## src/hw/rtl/sfs_pkg.sv

```systemverilog
// Shared types and constants for the sprite frame sequencer.
// Used by every module of the block; depends on nothing else.
`default_nettype none

package sfs_pkg;

	// Field and datapath widths
	localparam int unsigned FRAME_W    = 8;
	localparam int unsigned CNT_W      = 9;
	localparam int unsigned TIME_W     = 16;
	localparam int unsigned ACC_W      = TIME_W + 1;
	localparam int unsigned MODE_W     = 3;
	localparam int unsigned COORD_W    = 12;
	localparam int unsigned SHEET_W    = 13;
	localparam int unsigned CFG_IDX_W  = 3;
	localparam int unsigned CFG_DATA_W = 16;
	localparam int unsigned MAX_FRAMES = 256;

	// Shared divider and multiplier operand width
	localparam int unsigned DIV_W      = 13;
	localparam int unsigned DIV_STEP_W = $clog2(DIV_W);
	localparam int unsigned PROD_W     = 2 * DIV_W;

	localparam logic [COORD_W-1:0] COORD_MAX = '1;

	// Configuration register indexes
	typedef enum logic [CFG_IDX_W-1:0] {
		REG_ANIM_MODE    = 3'd0,
		REG_FRAME_COUNT  = 3'd1,
		REG_FRAME_PERIOD = 3'd2,
		REG_ORIGIN_X     = 3'd3,
		REG_ORIGIN_Y     = 3'd4,
		REG_TILE_WIDTH   = 3'd5,
		REG_TILE_HEIGHT  = 3'd6,
		REG_SHEET_WIDTH  = 3'd7
	} cfg_reg_t;

	// Command codes
	localparam logic CMD_UPDATE = 1'b0;
	localparam logic CMD_PLAY   = 1'b1;

	// Playback modes: bit0 reverse, bit1 ping-pong, bit2 loop
	localparam logic [MODE_W-1:0] MODE_FWD           = 3'd0;
	localparam logic [MODE_W-1:0] MODE_REV           = 3'd1;
	localparam logic [MODE_W-1:0] MODE_PING          = 3'd2;
	localparam logic [MODE_W-1:0] MODE_PING_REV      = 3'd3;
	localparam logic [MODE_W-1:0] MODE_LOOP          = 3'd4;
	localparam logic [MODE_W-1:0] MODE_LOOP_PING     = 3'd6;
	localparam logic [MODE_W-1:0] MODE_LOOP_PING_REV = 3'd7;

	typedef struct packed {
		logic              cmd;
		logic [TIME_W-1:0] elapsed;
	} in_item_t;

	typedef struct packed {
		logic [FRAME_W-1:0] frame_index;
		logic               playing;
		logic [COORD_W-1:0] tile_x;
		logic [COORD_W-1:0] tile_y;
	} out_item_t;

	// Sheet geometry handed to the placement unit
	typedef struct packed {
		logic [COORD_W-1:0] origin_x;
		logic [COORD_W-1:0] origin_y;
		logic [COORD_W-1:0] tile_width;
		logic [COORD_W-1:0] tile_height;
		logic [SHEET_W-1:0] sheet_width;
	} geom_t;

endpackage

`default_nettype wire

```

## src/hw/rtl/sfs_div.sv

```systemverilog
// Restoring unsigned divider, one quotient bit per cycle.
// Depends on sfs_pkg for the operand width.
`default_nettype none

module sfs_div (
	input  logic                      clk,
	input  logic                      arst_n,
	input  logic                      start,
	input  logic [sfs_pkg::DIV_W-1:0] dividend,
	input  logic [sfs_pkg::DIV_W-1:0] divisor,
	output logic                      done,
	output logic [sfs_pkg::DIV_W-1:0] quotient,
	output logic [sfs_pkg::DIV_W-1:0] remainder
);
	import sfs_pkg::*;

	logic [DIV_W-1:0]      quo_q;
	logic [DIV_W-1:0]      rem_q;
	logic [DIV_W-1:0]      dvs_q;
	logic [DIV_STEP_W-1:0] step_q;
	logic                  busy_q;
	logic                  done_q;

	logic [DIV_W:0] rem_sh;
	logic [DIV_W:0] rem_sub;
	logic           fits;

	// Shift in the next dividend bit and try the subtraction
	always_comb begin
		rem_sh  = {rem_q, quo_q[DIV_W-1]};
		rem_sub = rem_sh - {1'b0, dvs_q};
		fits    = (rem_sh >= {1'b0, dvs_q});
	end

	always_ff @(posedge clk or negedge arst_n) begin
		if (!arst_n) begin
			busy_q <= 1'b0;
			done_q <= 1'b0;
			step_q <= '0;
		end else if (start) begin
			busy_q <= 1'b1;
			done_q <= 1'b0;
			step_q <= '0;
		end else if (busy_q) begin
			step_q <= step_q + 1'b1;
			if (step_q == DIV_STEP_W'(DIV_W - 1)) begin
				busy_q <= 1'b0;
				done_q <= 1'b1;
			end
		end else begin
			done_q <= 1'b0;
		end
	end

	// Operand and partial result registers
	always_ff @(posedge clk) begin
		if (start) begin
			quo_q <= dividend;
			rem_q <= '0;
			dvs_q <= divisor;
		end else if (busy_q) begin
			quo_q <= {quo_q[DIV_W-2:0], fits};
			rem_q <= fits ? rem_sub[DIV_W-1:0] : rem_sh[DIV_W-1:0];
		end
	end

	assign done      = done_q;
	assign quotient  = quo_q;
	assign remainder = rem_q;

endmodule

`default_nettype wire

```

## src/hw/rtl/sfs_place.sv

```systemverilog
// Tile placement unit: pixel origin of a frame on the sprite sheet.
// Uses one shared multiplier and one sfs_div instance; depends on sfs_pkg.
`default_nettype none

module sfs_place (
	input  logic                        clk,
	input  logic                        arst_n,
	input  logic                        start,
	input  logic [sfs_pkg::FRAME_W-1:0] frame,
	input  sfs_pkg::geom_t              geom,
	output logic                        done,
	output logic [sfs_pkg::COORD_W-1:0] tile_x,
	output logic [sfs_pkg::COORD_W-1:0] tile_y
);
	import sfs_pkg::*;

	typedef enum logic [2:0] {
		P_IDLE,
		P_MUL_X,
		P_TEST,
		P_DIV_ROW,
		P_DIV_COLS,
		P_DIV_K,
		P_MUL_COL,
		P_MUL_ROW
	} pstate_t;

	localparam int unsigned XSUM_W = FRAME_W + COORD_W + 2;
	localparam int unsigned YSUM_W = PROD_W + 1;

	pstate_t            state_q;
	logic [FRAME_W-1:0] frame_q;
	logic [PROD_W-1:0]  prod_q;
	logic               neg_q;
	logic               done_q;
	logic [COORD_W-1:0] x_q;
	logic [COORD_W-1:0] y_q;
	logic [DIV_W-1:0]   off_q;

	logic [COORD_W-1:0] w_eff;
	logic [DIV_W-1:0]   mul_a;
	logic [DIV_W-1:0]   mul_b;
	logic [XSUM_W-1:0]  x_sum;
	logic [XSUM_W-1:0]  x_end;
	logic               wraps;
	logic               sw_ge_ox;
	logic [SHEET_W-1:0] span;
	logic [DIV_W-1:0]   k_n;
	logic [DIV_W-1:0]   cols;
	logic [YSUM_W-1:0]  y_sum;

	logic               div_start;
	logic [DIV_W-1:0]   div_dividend;
	logic [DIV_W-1:0]   div_divisor;
	logic               div_done;
	logic [DIV_W-1:0]   div_quo;
	logic [DIV_W-1:0]   div_rem;

	// Geometry terms
	always_comb begin
		w_eff    = (geom.tile_width == '0) ? COORD_W'(1) : geom.tile_width;
		x_sum    = XSUM_W'(geom.origin_x) + XSUM_W'(prod_q[FRAME_W+COORD_W-1:0]);
		x_end    = x_sum + XSUM_W'(w_eff);
		wraps    = (x_end > XSUM_W'(geom.sheet_width));
		sw_ge_ox = (geom.sheet_width >= SHEET_W'(geom.origin_x));
		span     = sw_ge_ox ? (geom.sheet_width - SHEET_W'(geom.origin_x))
		                    : (SHEET_W'(geom.origin_x) - geom.sheet_width);
		k_n      = neg_q ? (DIV_W'(frame_q) + off_q) : (DIV_W'(frame_q) - off_q);
		cols     = (div_quo == '0) ? DIV_W'(1) : div_quo;
		y_sum    = YSUM_W'(geom.origin_y) + YSUM_W'(prod_q);
	end

	// Multiplier operand selection
	always_comb begin
		case (state_q)
			P_MUL_X: begin
				mul_a = DIV_W'(frame_q);
				mul_b = DIV_W'(w_eff);
			end
			P_MUL_COL: begin
				mul_a = DIV_W'(w_eff);
				mul_b = div_rem;
			end
			P_MUL_ROW: begin
				mul_a = DIV_W'(geom.tile_height);
				mul_b = div_quo + 1'b1;
			end
			default: begin
				mul_a = '0;
				mul_b = '0;
			end
		endcase
	end

	// Divider requests: row offset, columns per row, then row and column of k
	always_comb begin
		div_start    = 1'b0;
		div_dividend = DIV_W'(span);
		div_divisor  = DIV_W'(w_eff);
		case (state_q)
			P_TEST: begin
				div_start = wraps;
			end
			P_DIV_ROW: begin
				div_start    = div_done;
				div_dividend = DIV_W'(geom.sheet_width);
			end
			P_DIV_COLS: begin
				div_start    = div_done;
				div_dividend = k_n;
				div_divisor  = cols;
			end
			default: begin
				div_start = 1'b0;
			end
		endcase
	end

	sfs_div u_div (
		.clk       (clk),
		.arst_n    (arst_n),
		.start     (div_start),
		.dividend  (div_dividend),
		.divisor   (div_divisor),
		.done      (div_done),
		.quotient  (div_quo),
		.remainder (div_rem)
	);

	// Sequencer with registered results
	always_ff @(posedge clk or negedge arst_n) begin
		if (!arst_n) begin
			state_q <= P_IDLE;
			done_q  <= 1'b0;
		end else begin
			done_q <= (state_q == P_TEST && !wraps) || (state_q == P_MUL_ROW);
			case (state_q)
				P_IDLE: begin
					if (start) begin
						state_q <= P_MUL_X;
					end
				end
				P_MUL_X: begin
					state_q <= P_TEST;
				end
				P_TEST: begin
					if (wraps) begin
						state_q <= P_DIV_ROW;
					end else begin
						state_q <= P_IDLE;
					end
				end
				P_DIV_ROW: begin
					if (div_done) begin
						state_q <= P_DIV_COLS;
					end
				end
				P_DIV_COLS: begin
					if (div_done) begin
						state_q <= P_DIV_K;
					end
				end
				P_DIV_K: begin
					if (div_done) begin
						state_q <= P_MUL_COL;
					end
				end
				P_MUL_COL: begin
					state_q <= P_MUL_ROW;
				end
				P_MUL_ROW: begin
					state_q <= P_IDLE;
				end
				default: begin
					state_q <= P_IDLE;
				end
			endcase
		end
	end

	// Datapath registers
	always_ff @(posedge clk) begin
		prod_q <= mul_a * mul_b;
		if (start && state_q == P_IDLE) begin
			frame_q <= frame;
		end
		if (state_q == P_TEST) begin
			neg_q <= !sw_ge_ox;
			if (!wraps) begin
				x_q <= (x_sum > XSUM_W'(COORD_MAX)) ? COORD_MAX : x_sum[COORD_W-1:0];
				y_q <= geom.origin_y;
			end
		end
		// Keep the row offset while the divider moves on to the column count
		if (state_q == P_DIV_ROW && div_done) begin
			off_q <= div_quo;
		end
		if (state_q == P_MUL_ROW) begin
			x_q <= (prod_q > PROD_W'(COORD_MAX)) ? COORD_MAX : prod_q[COORD_W-1:0];
		end
	end

	// Row product lands in the cycle after P_MUL_ROW
	logic               row_pend_q;
	always_ff @(posedge clk or negedge arst_n) begin
		if (!arst_n) begin
			row_pend_q <= 1'b0;
		end else begin
			row_pend_q <= (state_q == P_MUL_ROW);
		end
	end

	logic [COORD_W-1:0] y_row_q;
	always_ff @(posedge clk) begin
		if (row_pend_q) begin
			y_row_q <= (y_sum > YSUM_W'(COORD_MAX)) ? COORD_MAX : y_sum[COORD_W-1:0];
		end
	end

	// Hold which path produced the result
	logic wrapped_q;
	always_ff @(posedge clk or negedge arst_n) begin
		if (!arst_n) begin
			wrapped_q <= 1'b0;
		end else if (state_q == P_TEST) begin
			wrapped_q <= wraps;
		end
	end

	logic done_d_q;
	always_ff @(posedge clk or negedge arst_n) begin
		if (!arst_n) begin
			done_d_q <= 1'b0;
		end else begin
			done_d_q <= done_q && wrapped_q;
		end
	end

	assign done   = (done_q && !wrapped_q) || done_d_q;
	assign tile_x = x_q;
	assign tile_y = wrapped_q ? y_row_q : y_q;

endmodule

`default_nettype wire

```

## src/hw/rtl/sprite_frame_sequencer.sv

```systemverilog
// Sprite frame sequencer, one command in flight. A tile on the first row is placed without
// division, a tile on a later row takes three divisions. A playing update first steps the
// frame once per frame period consumed, and reduces the frame modulo the count for each
// step landing at or past the frame count. The next input can be taken in the same cycle
// that out_valid rises, later if a result stalls.
// Asynchronous active-low reset: stopped, frame 0, loop mode, registers at defaults.
`default_nettype none

module sprite_frame_sequencer (
	input  logic                           clk,
	input  logic                           arst_n,
	input  logic                           in_valid,
	output logic                           in_ready,
	input  sfs_pkg::in_item_t              in_data,
	output logic                           out_valid,
	input  logic                           out_ready,
	output sfs_pkg::out_item_t             out_data,
	input  logic                           cfg_valid,
	output logic                           cfg_ready,
	input  logic [sfs_pkg::CFG_IDX_W-1:0]  cfg_index,
	input  logic [sfs_pkg::CFG_DATA_W-1:0] cfg_data
);
	import sfs_pkg::*;

	typedef enum logic [2:0] {
		S_IDLE,
		S_STEP,
		S_REDUCE,
		S_PLACE_GO,
		S_PLACE_WAIT,
		S_EMIT
	} state_t;

	// Configuration registers
	logic [MODE_W-1:0]  anim_mode_q;
	logic [CNT_W-1:0]   frame_count_q;
	logic [TIME_W-1:0]  frame_period_q;
	logic [COORD_W-1:0] origin_x_q;
	logic [COORD_W-1:0] origin_y_q;
	logic [COORD_W-1:0] tile_width_q;
	logic [COORD_W-1:0] tile_height_q;
	logic [SHEET_W-1:0] sheet_width_q;

	// Playback state
	state_t             state_q;
	logic [ACC_W-1:0]   accum_q;
	logic               first_q;
	logic [FRAME_W-1:0] cur_q;
	logic               back_q;
	logic               playing_q;
	logic [MODE_W-1:0]  run_mode_q;
	logic [CNT_W-1:0]   red_q;
	logic               out_valid_q;
	out_item_t          out_q;

	logic [CNT_W-1:0]   cnt_eff;
	logic [TIME_W-1:0]  period_eff;
	logic               due;
	logic [CNT_W:0]     next_f;
	logic               hit_top;
	logic               hit_bottom;
	logic               back_n;
	logic               play_n;
	logic [CNT_W-1:0]   step_v;
	logic               step_neg;

	geom_t              geom;
	logic               place_start;
	logic               place_done;
	logic [COORD_W-1:0] place_x;
	logic [COORD_W-1:0] place_y;

	assign cfg_ready = 1'b1;
	assign in_ready  = (state_q == S_IDLE);
	assign out_valid = out_valid_q;
	assign out_data  = out_q;

	// Clamp count and period to their usable ranges
	always_comb begin
		if (frame_count_q == '0) begin
			cnt_eff = CNT_W'(1);
		end else if (frame_count_q > CNT_W'(MAX_FRAMES)) begin
			cnt_eff = CNT_W'(MAX_FRAMES);
		end else begin
			cnt_eff = frame_count_q;
		end
		period_eff = (frame_period_q == '0) ? TIME_W'(1) : frame_period_q;
		due        = (accum_q >= ACC_W'(period_eff));
	end

	// End rules for one frame step
	always_comb begin
		next_f     = back_q ? ((CNT_W+1)'(cur_q) - 1'b1) : ((CNT_W+1)'(cur_q) + 1'b1);
		hit_top    = (next_f == (CNT_W+1)'(cnt_eff));
		hit_bottom = back_q && (cur_q == '0);
		back_n     = back_q;
		play_n     = playing_q;
		if (hit_top) begin
			case (run_mode_q)
				MODE_FWD, MODE_PING_REV: play_n = 1'b0;
				MODE_PING, MODE_LOOP_PING, MODE_LOOP_PING_REV: back_n = !back_q;
				default: back_n = back_q;
			endcase
		end else if (hit_bottom) begin
			case (run_mode_q)
				MODE_REV, MODE_PING: play_n = 1'b0;
				MODE_PING_REV, MODE_LOOP_PING, MODE_LOOP_PING_REV: back_n = !back_q;
				default: back_n = back_q;
			endcase
		end
		step_neg = back_n && (cur_q == '0);
		step_v   = back_n ? (CNT_W'(cur_q) - 1'b1) : (CNT_W'(cur_q) + 1'b1);
	end

	always_comb begin
		geom.origin_x    = origin_x_q;
		geom.origin_y    = origin_y_q;
		geom.tile_width  = tile_width_q;
		geom.tile_height = tile_height_q;
		geom.sheet_width = sheet_width_q;
	end

	assign place_start = (state_q == S_PLACE_GO);

	sfs_place u_place (
		.clk    (clk),
		.arst_n (arst_n),
		.start  (place_start),
		.frame  (cur_q),
		.geom   (geom),
		.done   (place_done),
		.tile_x (place_x),
		.tile_y (place_y)
	);

	// Configuration writes
	always_ff @(posedge clk or negedge arst_n) begin
		if (!arst_n) begin
			anim_mode_q    <= MODE_LOOP;
			frame_count_q  <= CNT_W'(1);
			frame_period_q <= TIME_W'(1000);
			origin_x_q     <= '0;
			origin_y_q     <= '0;
			tile_width_q   <= COORD_W'(16);
			tile_height_q  <= COORD_W'(16);
			sheet_width_q  <= SHEET_W'(256);
		end else if (cfg_valid && cfg_ready) begin
			case (cfg_reg_t'(cfg_index))
				REG_ANIM_MODE:    anim_mode_q    <= cfg_data[MODE_W-1:0];
				REG_FRAME_COUNT:  frame_count_q  <= cfg_data[CNT_W-1:0];
				REG_FRAME_PERIOD: frame_period_q <= cfg_data[TIME_W-1:0];
				REG_ORIGIN_X:     origin_x_q     <= cfg_data[COORD_W-1:0];
				REG_ORIGIN_Y:     origin_y_q     <= cfg_data[COORD_W-1:0];
				REG_TILE_WIDTH:   tile_width_q   <= cfg_data[COORD_W-1:0];
				REG_TILE_HEIGHT:  tile_height_q  <= cfg_data[COORD_W-1:0];
				REG_SHEET_WIDTH:  sheet_width_q  <= cfg_data[SHEET_W-1:0];
				default:          anim_mode_q    <= anim_mode_q;
			endcase
		end
	end

	// Sequencer, playback state and output register
	always_ff @(posedge clk or negedge arst_n) begin
		if (!arst_n) begin
			state_q     <= S_IDLE;
			accum_q     <= '0;
			first_q     <= 1'b1;
			cur_q       <= '0;
			back_q      <= 1'b0;
			playing_q   <= 1'b0;
			run_mode_q  <= MODE_LOOP;
			red_q       <= '0;
			out_valid_q <= 1'b0;
			out_q       <= '0;
		end else begin
			if (out_valid_q && out_ready && state_q != S_EMIT) begin
				out_valid_q <= 1'b0;
			end
			case (state_q)
				S_IDLE: begin
					if (in_valid) begin
						if (in_data.cmd == CMD_PLAY) begin
							state_q    <= S_PLACE_GO;
							run_mode_q <= anim_mode_q;
							playing_q  <= 1'b1;
							first_q    <= 1'b1;
							accum_q    <= '0;
							back_q     <= anim_mode_q[0];
							cur_q      <= anim_mode_q[0] ? FRAME_W'(cnt_eff - 1'b1) : '0;
						end else if (playing_q && !first_q) begin
							accum_q <= accum_q + ACC_W'(in_data.elapsed);
							state_q <= S_STEP;
						end else begin
							// Clear the accumulator on the first update after a play
							if (playing_q) begin
								accum_q <= '0;
								first_q <= 1'b0;
							end
							state_q <= S_PLACE_GO;
						end
					end
				end
				S_STEP: begin
					// Consume one period per cycle while no reduction is pending; stop ends the loop
					if (!playing_q || !due) begin
						state_q <= S_PLACE_GO;
					end else begin
						accum_q   <= accum_q - ACC_W'(period_eff);
						back_q    <= back_n;
						playing_q <= play_n;
						if (play_n) begin
							if (step_neg) begin
								cur_q <= FRAME_W'(cnt_eff - 1'b1);
							end else if (step_v < cnt_eff) begin
								cur_q <= step_v[FRAME_W-1:0];
							end else begin
								red_q   <= step_v;
								state_q <= S_REDUCE;
							end
						end
					end
				end
				S_REDUCE: begin
					// Take the frame modulo the count after a step that lands at or past it
					if (red_q >= cnt_eff) begin
						red_q <= red_q - cnt_eff;
					end else begin
						cur_q   <= red_q[FRAME_W-1:0];
						state_q <= S_STEP;
					end
				end
				S_PLACE_GO: begin
					state_q <= S_PLACE_WAIT;
				end
				S_PLACE_WAIT: begin
					if (place_done) begin
						state_q <= S_EMIT;
					end
				end
				S_EMIT: begin
					if (!out_valid_q || out_ready) begin
						out_valid_q       <= 1'b1;
						out_q.frame_index <= cur_q;
						out_q.playing     <= playing_q;
						out_q.tile_x      <= place_x;
						out_q.tile_y      <= place_y;
						state_q           <= S_IDLE;
					end
				end
				default: begin
					state_q <= S_IDLE;
				end
			endcase
		end
	end

endmodule

`default_nettype wire

```

## config.mk

```make
export PLATFORM = sky130hd
export DESIGN_NAME = sprite_frame_sequencer
export DESIGN_NICKNAME = d
export VERILOG_FILES = /design/src/hw/rtl/sfs_pkg.sv /design/src/hw/rtl/sfs_div.sv /design/src/hw/rtl/sfs_place.sv /design/src/hw/rtl/sprite_frame_sequencer.sv
export SDC_FILE = /design/constraint.sdc
export NUM_CORES = 1
export LEC_CHECK = 0
export BUFFER_PORTS_ARGS = -buffer_cell sky130_fd_sc_hd__buf_2
export CORE_MARGIN = 1.5
export CORE_UTILIZATION = 55
export DETAILED_ROUTE_END_ITERATION = 6
export PLACE_DENSITY = 0.71
export SLEW_MARGIN = 20
export SYNTH_ARGS = -nofsm -noshare
export SYNTH_HDL_FRONTEND = slang
export SYNTH_SLANG_ARGS = --single-unit
```

## constraint.sdc

```tcl
create_clock -name clk -period 7.75 [get_ports clk]
set_clock_uncertainty 0.05 [all_clocks]
set_input_delay 1.1625 -clock clk [delete_from_list [all_inputs] [get_ports clk]]
set_output_delay 1.1625 -clock clk [all_outputs]
set_load 0.01 [all_outputs]
```

==> flow_summary.ini <==
[clocking]
post_cts_buffers = 0
cts_root_buffer = clkbuf_16
clk_pin_slew_ns = 0.06
postCtsHoldBufs = 0
cts_sinks = 301
numCtsBuffers = 36
cts_resized = 0
clockBufferDepth = 3
tritoncts = yes
clock_latency_ns = 0.55
htreeDepth = 2

[routing]
vias = 21200
drt_wl_total_um = 73700
viasPerCell = 6.08
first_iter_violations = 1650
wl_per_cell_um = 21.1
drtAntennaViolNets = 0
drc = 0
first_pass_iters = 6

[run_status]
status = completed

[synth]
postSynthAreaPerCell_um2 = 9.11
yosys_warnings = 0
synth-async-reset-ratio_pct = 59.5
seq_area_frac_synth_pct = 30.2
synth_edf_count = 84
ys_ff_latch = 301
ys_types = 91
synth_top_cell_by_area = dfrtp_1
synth_common_cells = 289 x nand2_1, 272 x inv_1, 215 x ha_1, 184 x nor2_1, 166 x dfrtp_1
postSynthCellCount = 2828
yosys_most_used_dff = dfrtp_1
yosysMostFrequentCell = nand2_1
syn-cell-area_mm2 = 0.0258
yosysTopAreaCellShare_pct = 16.1
synth_area_leaders = dfrtp_1 16%, ha_1 10%, edfxtp_1 9.8%
synth_fp_nets = 3204

[final_layout]
n_fill_cell = 3962
drive_above_1_share_pct = 11.9
fin_nets = 3234
area_delta_synth_final_pct = 8.76
final_util_pct = 60.4

[timing]
final_hold_viol_count = 0
fin_crit_ns = 6.72
rsz0062_at_grt = no
relSlewSlack_pct = 26.1
final_max_slew_viol_count = 0
setup_viol = 0
tns_ns = 0
finalCritPeriodShare_pct = 86.8
worst_slew_pin_slew_ns = 1.10
max_freq_ghz = 0.149

[power_and_ir_drop]
p_per_area_mw_per_mm2 = 416
peakVddDrop_mv = 0.289
p_leak_nw = 12.7

[hold_path]
hp-start = u_place.tile_x[2]
worstHoldPathType = flip-flop to flip-flop
hold_depth = 1
hold_path_end = out_data[14]

[critical_path]
critPathKind = flip-flop to flip-flop
reg2reg_to = u_place.prod_q[23]
worstSetupEndpointType = flip-flop
reg2reg_from = u_place.state_q[2]
cp.arrival_ns = 7.10
r2r_cells = 23
r2r_slack_ns = 1.03
cp.required_ns = 8.13
cp-start-kind = flip-flop
crit_fanout = 15

[die]
dieArea_mm2 = 0.0481
core-area_mm2 = 0.0464
die_w_um = 219
rows = 79
num_io_pins = 77
die_height_um = 219
start_util_pct = 55.6

[run]
max_cap_viol_count = 0

[global_route]
grt_remaining_overflow = 0
antenna_found_initial = 8
grt_pass1_wl_um = 115000
grt_use_total_pct = 30.9
grt_pass1_vias = 20900
grt_start_max_net_pins = 108

[placement]
dpl.hpwl_um = 56600
numPortBuffers = 75
gp_congestion = 0.946
how the worst max path moves through the flow:
| stage | startpoint | end | slack, ns | depth (start not counted) |
|---|---|---|---|---|
| 2_1_floorplan | u_place.u_div.quotient[2] | u_place.prod_q[23] | 1.57 | 27 |
| 3_3_place_gp | u_place.state_q[2] | u_place.prod_q[23] | 1.17 | 20 |
| 3_5_place_dp | u_place.u_div.quotient[2] | u_place.prod_q[23] | 1.07 | 23 |
| 4_1_cts | u_place.state_q[2] | u_place.prod_q[23] | 1.02 | 23 |
| 5_1_grt | u_place.state_q[2] | u_place.prod_q[23] | 0.51 | 21 |
| 6_report | u_place.state_q[2] | u_place.prod_q[23] | 1.03 | 23 |
layout make-up:
class	instances	area [um^2]	share of cell area, %
clock inverters	26	324	1.16
repair buffers	115	684	2.44
clock buffers	40	947	3.38
diodes	2	5.00	0.0179
well taps	607	759	2.71
flip-flops and latches	301	7780	27.8
multi-input cells	2131	16500	58.9
inverters	273	1020	3.66
metal layers:
layer / wire, um / GRT usage [%] / vias to the layer above / part of all wire (%)
met3: 3810 / 3.05 / 186 / 5.2
met1: 30800 / 39.6 / 10300 / 42
met2: 35700 / 53.1 / 734 / 48
met5: 0 / 0 / - / 0
li1: - / - / 9979 / -
met4: 3330 / 13.5 / 0 / 4.5
state kept, by name (all words and copies together) (netlist names), 8 cells and up:
name	count
red_q	9
u_place.u_div.dvs_q	13
u_place.y_row_q	12
cur_q	8
sheet_width_q	13
tile_width_q	12
u_place.off_q	13
u_place.u_div.remainder	13
out_data	33
origin_x_q	12
u_place.y_q	12
origin_y_q	12
tile_height_q	12
frame_period_q	16
accum_q	17
u_place.frame_q	8
u_place.prod_q	25
u_place.u_div.quotient	13
u_place.tile_x	12
frame_count_q	9
worst max-delay path: stages, from the launching register on:
cell      delay (ns)
dfrtp_1         0.54
nor3b_2         0.72
buf_4           0.29
nand2_1         0.06
o21ai_0         0.08
buf_4           0.23
and2_1          0.17
fa_1            0.41
ha_1            0.23
fa_1            0.53
inv_1           0.05
fa_1            0.47
fa_1            0.55
inv_1           0.04
ha_1            0.32
inv_1           0.05
o21ai_0         0.23
a21oi_1         0.15
o21ai_0         0.38
a41oi_1         0.21
a211oi_1        0.38
a211o_1         0.21
o211ai_1        0.11
xnor2_1         0.14
kinds of logic (layout without fill, tap and decap cells):
kind of cell	count (synthesis)	count (layout)	share of synthesized area, %
adder cells (fa/ha/maj)	335	335	19.8
AND/OR/NAND/NOR	845	845	15.9
AO/OA/AOI/OAI	629	629	15.8
XOR/XNOR	148	148	5.03
buffers and inverters	396	454	5.91
other	1	3	0.0146
multiplexers	173	173	7.36
flip-flops	301	301	30.2
metrics by stage:
step	instances	cell area [um^2]	worst slack [ns]	power [mW]	hold slack (ns)
5_1_grt	3495	28000	0.507	12.5	0.450
3_3_place_gp	3427	26700	1.17	9.55	0.407
4_1_cts	3493	28000	1.02	11.6	0.431
3_5_place_dp	3427	26700	1.07	9.72	0.416
6_report	3495	28000	1.03	11.7	0.432
2_1_floorplan	2828	25800	1.57	7.86	0.373
placed cells by master, fill, tap and decap left out, drive strengths merged, types with 33 or more instances in the layout:
cell type and n:
a21o 40, a21oi 163, and2 59, buf 114
clkbuf 41, dfrtp 166, dfxtp 38, edfxtp 84
fa 120, ha 215, inv 275, mux2 121
mux2i 52, nand2 289, nand2b 33, nand3 48
nor2 184, nor3 52, o21ai 164, xnor2 93
xor2 55
power by group:
part	switching [mW]	leakage, nW	internal [mW]
Sequential	0.673	3.22	2.37
Clock	0.708	0.614	1.12
Combinational	3.97	8.88	2.81
(Power assumes the default switching activity.)
